## src/rtl/hblpg_pkg.sv

```systemverilog
// Package for the heartbeat LED pattern generator.
// Holds the configuration and state types, timing constants and register indexes.
// No dependencies; the configuration, core and top files import it.
package hblpg_pkg;

  localparam int unsigned ElapsedW   = 11;
  localparam int unsigned LevelW     = 3;
  localparam int unsigned BurstCntW  = 2;
  localparam int unsigned AddrW      = 4;
  localparam int unsigned DataW      = 32;

  typedef logic [ElapsedW-1:0]  elapsed_t;
  typedef logic [LevelW-1:0]    level_t;
  typedef logic [BurstCntW-1:0] burst_cnt_t;

  localparam elapsed_t   ELAPSED_MAX  = elapsed_t'(2047);
  localparam elapsed_t   BURST_STEP   = elapsed_t'(150);
  localparam elapsed_t   STANDBY_GAP  = elapsed_t'(1400);
  localparam burst_cnt_t BURST_LAST   = burst_cnt_t'(3);
  localparam level_t     LEVEL_STANDBY = level_t'(4);

  // Register indexes (byte address = 4 * index)
  typedef enum logic [1:0] {
    REG_LEVEL       = 2'd0,
    REG_ACTIVE_HIGH = 2'd1,
    REG_ENABLED     = 2'd2,
    REG_NONE        = 2'd3
  } reg_idx_t;

  // Configuration handed from the register block to the pattern core
  typedef struct packed {
    level_t level;
    logic   active_high;
    logic   enabled;
    logic   level_wr;     // high in the cycle whose edge writes the level
  } cfg_t;

  // Toggle interval for the periodic levels 0 to 3
  function automatic elapsed_t interval_ms(input logic [1:0] lvl);
    elapsed_t iv;
    unique case (lvl)
      2'd0:    iv = elapsed_t'(125);
      2'd1:    iv = elapsed_t'(250);
      2'd2:    iv = elapsed_t'(500);
      default: iv = elapsed_t'(1000);
    endcase
    return iv;
  endfunction

endpackage

```

## src/rtl/hblpg_if.sv

```systemverilog
// Valid/ready channel interfaces for tick beats and result beats.
// Depends on nothing; payload fields are single bits.
interface hblpg_in_if;
  logic valid;
  logic ready;
  logic tick;
  modport source (output valid, output tick, input ready);
  modport sink   (input valid, input tick, output ready);
endinterface

interface hblpg_out_if;
  logic valid;
  logic ready;
  logic pin_level;
  logic lamp_state;
  logic in_burst;
  modport source (output valid, output pin_level, output lamp_state, output in_burst,
                  input ready);
  modport sink   (input valid, input pin_level, input lamp_state, input in_burst,
                  output ready);
endinterface

```

## src/rtl/hblpg_cfg.sv

```systemverilog
// APB-style configuration registers for the heartbeat generator.
// Depends on hblpg_pkg; drives the cfg_t bundle to the pattern core.
module hblpg_cfg
  import hblpg_pkg::*;
(
  input  logic                clk,
  input  logic                rst_n,
  input  logic                psel,
  input  logic                penable,
  input  logic                pwrite,
  input  logic [AddrW-1:0]    paddr,
  input  logic [DataW-1:0]    pwdata,
  output logic [DataW-1:0]    prdata,
  output logic                pready,
  output cfg_t                cfg
);

  level_t   level_r;
  logic     active_high_r;
  logic     enabled_r;
  logic     level_wr;
  logic     wr_en;
  reg_idx_t idx;

  assign pready   = 1'b1;
  assign wr_en    = psel & penable & pwrite;
  assign idx      = reg_idx_t'(paddr[AddrW-1:2]);
  assign level_wr = wr_en & (idx == REG_LEVEL);

  // Register writes
  always_ff @(posedge clk) begin
    if (!rst_n) begin
      level_r       <= '0;
      active_high_r <= 1'b1;
      enabled_r     <= 1'b1;
    end else begin
      if (wr_en) begin
        unique case (idx)
          REG_LEVEL:       level_r       <= pwdata[LevelW-1:0];
          REG_ACTIVE_HIGH: active_high_r <= pwdata[0];
          REG_ENABLED:     enabled_r     <= pwdata[0];
          default: ;
        endcase
      end
    end
  end

  // Read back
  always_comb begin
    prdata = '0;
    unique case (idx)
      REG_LEVEL:       prdata = DataW'(level_r);
      REG_ACTIVE_HIGH: prdata = DataW'(active_high_r);
      REG_ENABLED:     prdata = DataW'(enabled_r);
      default:         prdata = '0;
    endcase
  end

  assign cfg = '{level: level_r, active_high: active_high_r,
                 enabled: enabled_r, level_wr: level_wr};

endmodule

```

## src/rtl/hblpg_core.sv

```systemverilog
// Pattern state update and result register of the heartbeat generator.
// Depends on hblpg_pkg and the channel interfaces in hblpg_if.sv.
module hblpg_core
  import hblpg_pkg::*;
(
  input  logic              clk,
  input  logic              rst_n,
  input  cfg_t              cfg,
  hblpg_in_if.sink          in_ch,
  hblpg_out_if.source       out_ch
);

  elapsed_t   elapsed_r, elapsed_nxt, elapsed_inc;
  logic       toggle_r, toggle_nxt;
  logic       burst_r, burst_nxt;
  burst_cnt_t bcnt_r, bcnt_nxt;

  logic out_valid_r;
  logic pin_r, lamp_r, burst_out_r;
  logic accept, advance, eff;

  // Take a beat whenever the result register is free or being drained
  assign in_ch.ready = ~out_valid_r | out_ch.ready;
  assign accept      = in_ch.valid & in_ch.ready;
  assign advance     = accept & in_ch.tick & cfg.enabled;

  assign elapsed_inc = (elapsed_r == ELAPSED_MAX) ? elapsed_r : elapsed_r + 1'b1;

  // Next pattern state for one tick
  always_comb begin
    elapsed_nxt = elapsed_r;
    toggle_nxt  = toggle_r;
    burst_nxt   = burst_r;
    bcnt_nxt    = bcnt_r;
    if (advance) begin
      elapsed_nxt = elapsed_inc;
      if (!cfg.level[LevelW-1]) begin
        if (elapsed_inc >= interval_ms(cfg.level[1:0])) begin
          toggle_nxt  = ~toggle_r;
          elapsed_nxt = '0;
        end
      end else if (cfg.level == LEVEL_STANDBY) begin
        priority if (burst_r) begin
          if (elapsed_inc >= BURST_STEP) begin
            toggle_nxt  = ~toggle_r;
            elapsed_nxt = '0;
            if (bcnt_r == BURST_LAST) begin
              burst_nxt = 1'b0;
              bcnt_nxt  = '0;
            end else begin
              bcnt_nxt = bcnt_r + 1'b1;
            end
          end
        end else if (elapsed_inc >= STANDBY_GAP) begin
          burst_nxt   = 1'b1;
          elapsed_nxt = '0;
        end
      end
    end
    // A level write restarts the interval
    if (cfg.level_wr) begin
      elapsed_nxt = '0;
    end
  end

  always_ff @(posedge clk) begin
    if (!rst_n) begin
      elapsed_r <= '0;
      toggle_r  <= 1'b0;
      burst_r   <= 1'b0;
      bcnt_r    <= '0;
    end else begin
      elapsed_r <= elapsed_nxt;
      toggle_r  <= toggle_nxt;
      burst_r   <= burst_nxt;
      bcnt_r    <= bcnt_nxt;
    end
  end

  // Standby inverts the lamp sense, polarity picks the pin level
  assign eff = toggle_nxt ^ (cfg.level == LEVEL_STANDBY);

  // Result register
  always_ff @(posedge clk) begin
    if (!rst_n) begin
      out_valid_r <= 1'b0;
    end else if (accept) begin
      out_valid_r <= 1'b1;
    end else if (out_ch.ready) begin
      out_valid_r <= 1'b0;
    end
  end

  always_ff @(posedge clk) begin
    if (accept) begin
      pin_r       <= cfg.active_high ? eff : ~eff;
      lamp_r      <= toggle_nxt;
      burst_out_r <= burst_nxt;
    end
  end

  assign out_ch.valid      = out_valid_r;
  assign out_ch.pin_level  = pin_r;
  assign out_ch.lamp_state = lamp_r;
  assign out_ch.in_burst   = burst_out_r;

endmodule

```

## src/rtl/heartbeat_led_pattern_generator.sv

```systemverilog
// Top level of the heartbeat LED pattern generator.
// Depends on hblpg_pkg, hblpg_if.sv, hblpg_cfg and hblpg_core.
//
// Usage:
//   in_ch carries one tick beat per sample: tick=1 means one millisecond has
//   passed, tick=0 only samples the current output. out_ch returns exactly one
//   result beat (pin_level, lamp_state, in_burst) per accepted tick beat, in order.
//   The APB port holds three registers: level at 0x0, active_high at 0x4 and
//   enabled at 0x8. Writes land on the access cycle; pready is tied high.
//   Latency: a result is valid the cycle after its tick beat is accepted.
//   Throughput: one beat per cycle unless stalled; the pattern update is a single
//   increment and compare between the state registers and the result register.
//   Stall: while out_ch.ready is low the result register holds its beat and
//   in_ch.ready drops once that register is full; nothing is lost or repeated.
//   Reset (synchronous, rst_n low): lamp off, in pause, elapsed count zero,
//   level 0, active high, enabled; the result register is emptied.
//   Configure only while no beat is in flight.
module heartbeat_led_pattern_generator
  import hblpg_pkg::*;
(
  input  logic             clk,
  input  logic             rst_n,
  hblpg_in_if.sink         in_ch,
  hblpg_out_if.source      out_ch,
  input  logic             psel,
  input  logic             penable,
  input  logic             pwrite,
  input  logic [AddrW-1:0] paddr,
  input  logic [DataW-1:0] pwdata,
  output logic [DataW-1:0] prdata,
  output logic             pready
);

  cfg_t cfg;

  hblpg_cfg u_cfg (
    .clk     (clk),
    .rst_n   (rst_n),
    .psel    (psel),
    .penable (penable),
    .pwrite  (pwrite),
    .paddr   (paddr),
    .pwdata  (pwdata),
    .prdata  (prdata),
    .pready  (pready),
    .cfg     (cfg)
  );

  hblpg_core u_core (
    .clk    (clk),
    .rst_n  (rst_n),
    .cfg    (cfg),
    .in_ch  (in_ch),
    .out_ch (out_ch)
  );

endmodule
```

## src/flat_wrapper.sv

```systemverilog
// flat-port wrapper written by rule: the top's interface ports become plain ports
module heartbeat_led_pattern_generator_flat import hblpg_pkg::*;
  (clk, rst_n, psel, penable, pwrite, paddr, pwdata, prdata, pready, in_ch_valid, in_ch_tick, in_ch_ready, out_ch_valid, out_ch_pin_level, out_ch_lamp_state, out_ch_in_burst, out_ch_ready);
  hblpg_in_if in_ch_i ();
  hblpg_out_if out_ch_i ();
  input  logic clk;
  input  logic rst_n;
  input  logic psel;
  input  logic penable;
  input  logic pwrite;
  input  logic [AddrW-1:0] paddr;
  input  logic [DataW-1:0] pwdata;
  output logic [DataW-1:0] prdata;
  output logic pready;
  input wire logic [$bits(in_ch_i.valid)-1:0] in_ch_valid;
  input wire logic [$bits(in_ch_i.tick)-1:0] in_ch_tick;
  output wire logic [$bits(in_ch_i.ready)-1:0] in_ch_ready;
  output wire logic [$bits(out_ch_i.valid)-1:0] out_ch_valid;
  output wire logic [$bits(out_ch_i.pin_level)-1:0] out_ch_pin_level;
  output wire logic [$bits(out_ch_i.lamp_state)-1:0] out_ch_lamp_state;
  output wire logic [$bits(out_ch_i.in_burst)-1:0] out_ch_in_burst;
  input wire logic [$bits(out_ch_i.ready)-1:0] out_ch_ready;
  assign in_ch_i.valid = in_ch_valid;
  assign in_ch_i.tick = in_ch_tick;
  assign in_ch_ready = in_ch_i.ready;
  assign out_ch_valid = out_ch_i.valid;
  assign out_ch_pin_level = out_ch_i.pin_level;
  assign out_ch_lamp_state = out_ch_i.lamp_state;
  assign out_ch_in_burst = out_ch_i.in_burst;
  assign out_ch_i.ready = out_ch_ready;
  heartbeat_led_pattern_generator u_core (.clk(clk), .rst_n(rst_n), .in_ch(in_ch_i), .out_ch(out_ch_i), .psel(psel), .penable(penable), .pwrite(pwrite), .paddr(paddr), .pwdata(pwdata), .prdata(prdata), .pready(pready));
endmodule
```

## config.mk

```make
export PLATFORM = sky130hd
export DESIGN_NAME = heartbeat_led_pattern_generator_flat
export DESIGN_NICKNAME = d
export VERILOG_FILES = /design/src/rtl/hblpg_pkg.sv /design/src/rtl/hblpg_if.sv /design/src/rtl/hblpg_cfg.sv /design/src/rtl/hblpg_core.sv /design/src/rtl/heartbeat_led_pattern_generator.sv /design/src/flat_wrapper.sv
export SDC_FILE = /design/constraint.sdc
export NUM_CORES = 1
export LEC_CHECK = 0
export BUFFER_PORTS_ARGS = -buffer_cell sky130_fd_sc_hd__buf_2
export CAP_MARGIN = 20
export CORE_UTILIZATION = 49
export CTS_CLUSTER_DIAMETER = 100
export CTS_CLUSTER_SIZE = 25
export DETAILED_ROUTE_END_ITERATION = 12
export PLACE_DENSITY = 0.91
export SYNTH_ARGS = -nofsm -noshare
export SYNTH_HDL_FRONTEND = slang
export SYNTH_SLANG_ARGS = --single-unit
```

## constraint.sdc

```tcl
create_clock -name clk -period 3.9 [get_ports clk]
set_clock_uncertainty 0.15 [all_clocks]
set_input_delay 0 -clock clk [delete_from_list [all_inputs] [get_ports clk]]
set_output_delay 0 -clock clk [all_outputs]
set_load 0.02 [all_outputs]
```

[Yosys cells after proc, flatten, opt, wreduce, memory -nomap -nowiden]
Index checks and enable logic that the tools add are counted.
Word-level totals
  register bits after elaboration: 24
  bits of input ports: 44
  output and inout port bits: 38
  word-level logic and storage cells: 71
Cells by class
  magnitude comparators: 3
  $add $sub $neg: 2
  bitwise operators: 12
  reduce and logical (&&, ||, !) cells: 8
  equality and inequality tests: 7
  multiplexer cells: 28
Operator list (number)
  11-bit 2-to-1 mux: 9
  10-bit case mux with 3 select lines: 1
  1-bit 2-to-1 mux: 16
  11-bit by 1-bit adder with 11-bit output (second input constant): 1
  11-bit equality test (second input constant): 1
  11-bit >= comparator: 1
  11-bit >= comparator (second input constant): 1
  11-bit by 8-bit >= comparator with 1-bit output (second input constant): 1
  3-bit case mux with 3 select lines: 1
  1-bit AND: 6
  2-bit equality test (second input constant): 3
  2-bit AND reduction: 3
  5-bit AND reduction: 1
  2-bit by 1-bit equality test with 1-bit output (second input constant): 2
  2-bit logical NOT: 2
  1-bit NOT: 4
  3-bit equality test (second input constant): 1
  2-bit by 1-bit adder with 2-bit output (second input constant): 1
  2-bit 2-to-1 mux: 1
  2-bit nonzero test: 1
  2-bit OR reduction: 1
  1-bit bitwise OR: 1
  1-bit XOR: 1

[Logic depth before layout (Yosys ltp)]
  depth after elaboration: 13
  mapped depth: 15
  gate-level depth less buffers: 14

[Cells and area by module]
From an unflattened synthesis, not the netlist that was laid out.
Unflattened totals
  cell total of the unflattened synthesis: 232
  area, all modules: 2000.7 µm²
By module, submodules not included
  hblpg_core: times used 1, sequential area each 410.4 µm², area an instance 1487.7 µm², cells each 169
  hblpg_cfg: times used 1, sequential area each 100.1 µm², area an instance 513.0 µm², cells each 63

[Worst setup path before layout]
No wires, ideal clock.
  path type: reg-to-reg
  start point: reg u_core.u_core.elapsed_r[1]
  end point: reg u_core.u_core.pin_r, in the netlist u_core.u_core.out_ch.pin_level, data pin
  arrival time: 2708 ps
  setup slack: 782 ps
  path buffers: 1
  setup time: 260 ps
  required time: 3490 ps
  clock period less this slack: 3118 ps
  cell stages (with the launch flop): 14
  path through: dfxtp_1 > ha_1 > and3_1 > clkbuf_1 > nand4_1 > mux2_2 > ha_1 > a31oi_1 > o21ai_0 > nand3_1 > a2bb2oi_2 > o211ai_2 > xor2_2 > xnor2_1
On the way
  word-level cells in the longest chain between the ends: 11
  elaborated cells between the ends (all ways): 14
  classes of those cells: 1 x add/sub; 2 x order compare; 1 x eq/ne; 8 x mux; 2 x bitwise
Ends and longest elaborated chain
  from (decl): line hblpg_core.sv:13  | elapsed_t elapsed_r, elapsed_nxt, elapsed_inc;
  from (signal assigned): line hblpg_core.sv:73  | elapsed_r <= elapsed_nxt;
  11-bit by 1-bit adder with 11-bit output / 11-bit equality test (equally long branches): line hblpg_core.sv:27  | assign elapsed_inc = (elapsed_r == ELAPSED_MAX) ? elapsed_r : elapsed_r + 1'b1;
  11-bit 2-to-1 mux *: line hblpg_core.sv:27
  11-bit by 8-bit >= comparator with 1-bit output: line hblpg_core.sv:44  | if (elapsed_inc >= BURST_STEP) begin
  1-bit 2-to-1 mux: line hblpg_core.sv:44
  1-bit 2-to-1 mux: line hblpg_core.sv:43  | priority if (burst_r) begin
  1-bit 2-to-1 mux: line hblpg_core.sv:42  | end else if (cfg.level == LEVEL_STANDBY) begin
  1-bit 2-to-1 mux *: line hblpg_core.sv:37  | if (!cfg.level[LevelW-1]) begin
  1-bit 2-to-1 mux *: line hblpg_core.sv:35  | if (advance) begin
  1-bit XOR *: line hblpg_core.sv:81  | assign eff = toggle_nxt ^ (cfg.level == LEVEL_STANDBY);
  1-bit NOT: line hblpg_core.sv:96  | pin_r <= cfg.active_high ? eff : ~eff;
  1-bit 2-to-1 mux *: line hblpg_core.sv:96
  to (signal assigned): line hblpg_core.sv:96
  to (decl): line hblpg_core.sv:19  | logic pin_r, lamp_r, burst_out_r;
Every way passes the cells marked *; elsewhere a longest branch is shown, timed or not.
A chain may end at the register's enable or synchronous reset.

[Worst setup path after layout]
  start point: reg u_core.u_core.elapsed_r[6]
  end point: reg u_core.u_core.pin_r, in the netlist u_core.u_core.out_ch.pin_level, data pin
Same word-level chain as after synthesis.

==> metrics <==
worst-path maximum fanout=11; drc violations=0; RePlAce Congestion=0.929; vias in the first global route=1,713; Critical R2R Capture=u_core.u_core.out_ch.pin_level; Worst-Skew Late Latency=roughly 0.27 ns; period utilization=0.847; CTS Buffer Depth=2; Final HPWL DP=about 3500 um; Worst VDD drop=0.000120 V; RSZ-0062 raised after global routing=no; min-delay src=paddr[3]; Syn Area/Cell=between 7 and 8 um^2; Crit Path Class=flop to flop; Top FF cell, synth=dfxtp_1; number of enable flip-flop cells after synthesis=3; via count=1,991; pre-CTS setup slack=roughly 0.7 ns; Rel. slew slack=0.591; WHS=0.157 ns; register bit total from synthesis=24; CTS clk-pin slew, worst paths=0.09 ns; setup TNS=0 ns; Horiz. Die Dim=67.3 um; FP Rows=23; Initial Utilization=0.516; fmax=303 MHz; P&R area growth vs syn=7.30%; TritonCTS Sinks=24; leakage power=between 0.9 and 1 nW; WL final=4980 um; post-synthesis sequential area ratio=0.244; antenna violations before repair=0; worst path bufs/invs=1; reg2reg start=u_core.u_core.elapsed_r[6]; final non-filler cell total=337; reg2reg path depth=12; post-CTS sizing=0; port buffer count=20; Overflow after GRT=0; Worst Hold Class=primary input to flop; Antenna diodes=0; worst path arrival time=3.18 ns; first-pass GRT wire length=7760 um; Slew @ Worst Pin=0.612 ns; top cell family by delay on the critical path=simple AND/OR/NAND/NOR gates; Tmin final=3.30 ns; Worst Hold Path Cells=4; Final Max Slew Viols=0; I/O pin cnt=82; vias per cell=5.91; most frequent cells in the layout=conb_1, nand2_1, a21oi_1; hold endpoint=u_core.u_cfg.level_r[1]; initial DRC count=236; Synth Cell Area=roughly 2100 um^2; Routed WL per cell=14.8 um; Design Area, Final=approximately 2200 um^2; CTS tree=yes; reg-to-reg setup timing slack=0.60 ns; final hold violations=0; largest net degree at the start of global routing=15; slack of the critical path=about 0.6 ns; Total Power=0.560 mW; # setup viols final=0; crit end category=flop; H-tree depth=1; Setup Buffers After CTS=0; total number of yosys warnings=0; Placed Instance Area=2090 um^2; Yosys cell types=57; Post-Route Utilization=0.553; CP required=3.78 ns; CP Cell Sequence=and3_1 > nand4_1 > buf_4 > mux2_2 > ha_1 > a31oi_1 > o21ai_0 > nand3_1 > a2bb2oi_2 > o211ai_2 > xor2_2 > xnor2_1; core outline area=approximately 4100 um^2; Max-Cap Viols=0; CP Launch Type=flop; DIE HEIGHT=67.3 um; asr flop ratio synth=0; pwr dens=249 nW/um^2; outcome=completed; first-pass detailed-route iteration total=5; Antenna Nets Post-Route=0; Die ar.=4530 um^2; commonest non-fill, non-tap cell in the layout=conb_1; layout cells sized above 1=0.146; TritonCTS buffer count=3; CP peak stage delay=0.56 ns; dpl cells=325; Post-Syn Instances=268; clk root buf=clkbuf_8; Total GRT Usage=0.225; Slowest cell on crit path=dfxtp_1; fin nets=341
==> registers in the layout, summed over array words and instances (netlist names) <==
name,count
u_core.u_core.toggle_r,1
u_core.u_cfg.enabled_r,1
u_core.u_cfg.level_r,3
u_core.u_core.out_ch.lamp_state,1
u_core.u_core.out_ch.valid,1
u_core.u_core.elapsed_r,11
u_core.u_cfg.active_high_r,1
u_core.u_core.bcnt_r,2
u_core.u_core.out_ch.in_burst,1
u_core.u_core.burst_r,1
u_core.u_core.out_ch.pin_level,1
==> cells in the mapped netlist, types with 3 or more instances <==
cell,instances,area (um^2)
nor3_1,9,45.0
a41oi_1,3,26.3
mux2i_1,7,70.1
nand4_1,7,43.8
and2_1,4,25.0
or3_1,4,25.0
nand3_1,15,75.1
buf_4,31,233
dfxtp_1,21,420
a211oi_1,3,22.5
clkbuf_1,5,18.8
nand2_1,28,105
nand2b_1,3,18.8
buf_2,8,40.0
edfxtp_1,3,90.1
a21oi_1,22,110
nor3b_1,3,22.5
nor2_1,13,48.8
o21ai_0,9,45.0
inv_1,6,22.5
and3_1,5,31.3
a31oi_1,9,56.3
nor2b_1,3,18.8
ha_1,9,113
==> worst max path at each step <==
stage | from | to | cells after the start
floorplan | u_core.u_core.elapsed_r[1] | u_core.u_core.out_ch.pin_level | 13
global placement | u_core.u_core.elapsed_r[6] | u_core.u_core.out_ch.pin_level | 12
detailed placement | u_core.u_core.elapsed_r[6] | u_core.u_core.out_ch.pin_level | 12
CTS | u_core.u_core.elapsed_r[6] | u_core.u_core.out_ch.pin_level | 12
global route | u_core.u_core.elapsed_r[6] | u_core.u_core.out_ch.pin_level | 12
finish | u_core.u_core.elapsed_r[6] | u_core.u_core.out_ch.pin_level | 12
==> power breakdown <==
| group | internal (mW) | switching, mW | total (mW) |
|---|---|---|---|
| combinational | 0.0231 | 0.0576 | 0.0807 |
| clock | 0.137 | 0.0850 | 0.222 |
| sequential | 0.254 | 0.00291 | 0.257 |
| total | 0.414 | 0.146 | 0.560 |
==> tightest hold or removal path, stage by stage <==
cell	delay, ns
buf_2	0.14
or3_1	0.23
mux2i_1	0.10
nor2_1	0.07
==> per-layer routing <==
| metal | track usage | vias to the layer above | routed length [um] |
|---|---|---|---|
| met2 | 0.383 | 103 | 2470 |
| met5 | 0 | - | 0 |
| met3 | 0.0270 | 23 | 311 |
| met4 | 0.0957 | 0 | 150 |
| li1 | - | 946 | - |
| met1 | 0.284 | 919 | 2050 |
==> final cells by class <==
class                           instances  area, um^2
Multi-Input combinational cell        219        1350
Clock buffer                            3        41.3
Clock inverter                          1        30.0
Fill cell                             371        1810
Tap cell                               50        62.6
Sequential cell                        24         510
Timing Repair Buffer                   34         225
Inverter                                6        22.5
==> repair_timing <==
| action | CTS | global route |
|---|---|---|
| setup endpoints to repair | 0 | 0 |
| hold buffers | 8 | 0 |
| endpoints found under the hold margin | 8 | 0 |
==> cells by family after synthesis <==
group	after synthesis	synth area share
xor+xnor	5	0.0245
simple gates	103	0.257
other cells	2	0.00359
compound gates	64	0.218
buf+inv	53	0.160
flops	24	0.244
fa+ha+maj	9	0.0538
mux	8	0.0389
Power figures use the tool's default switching activity.
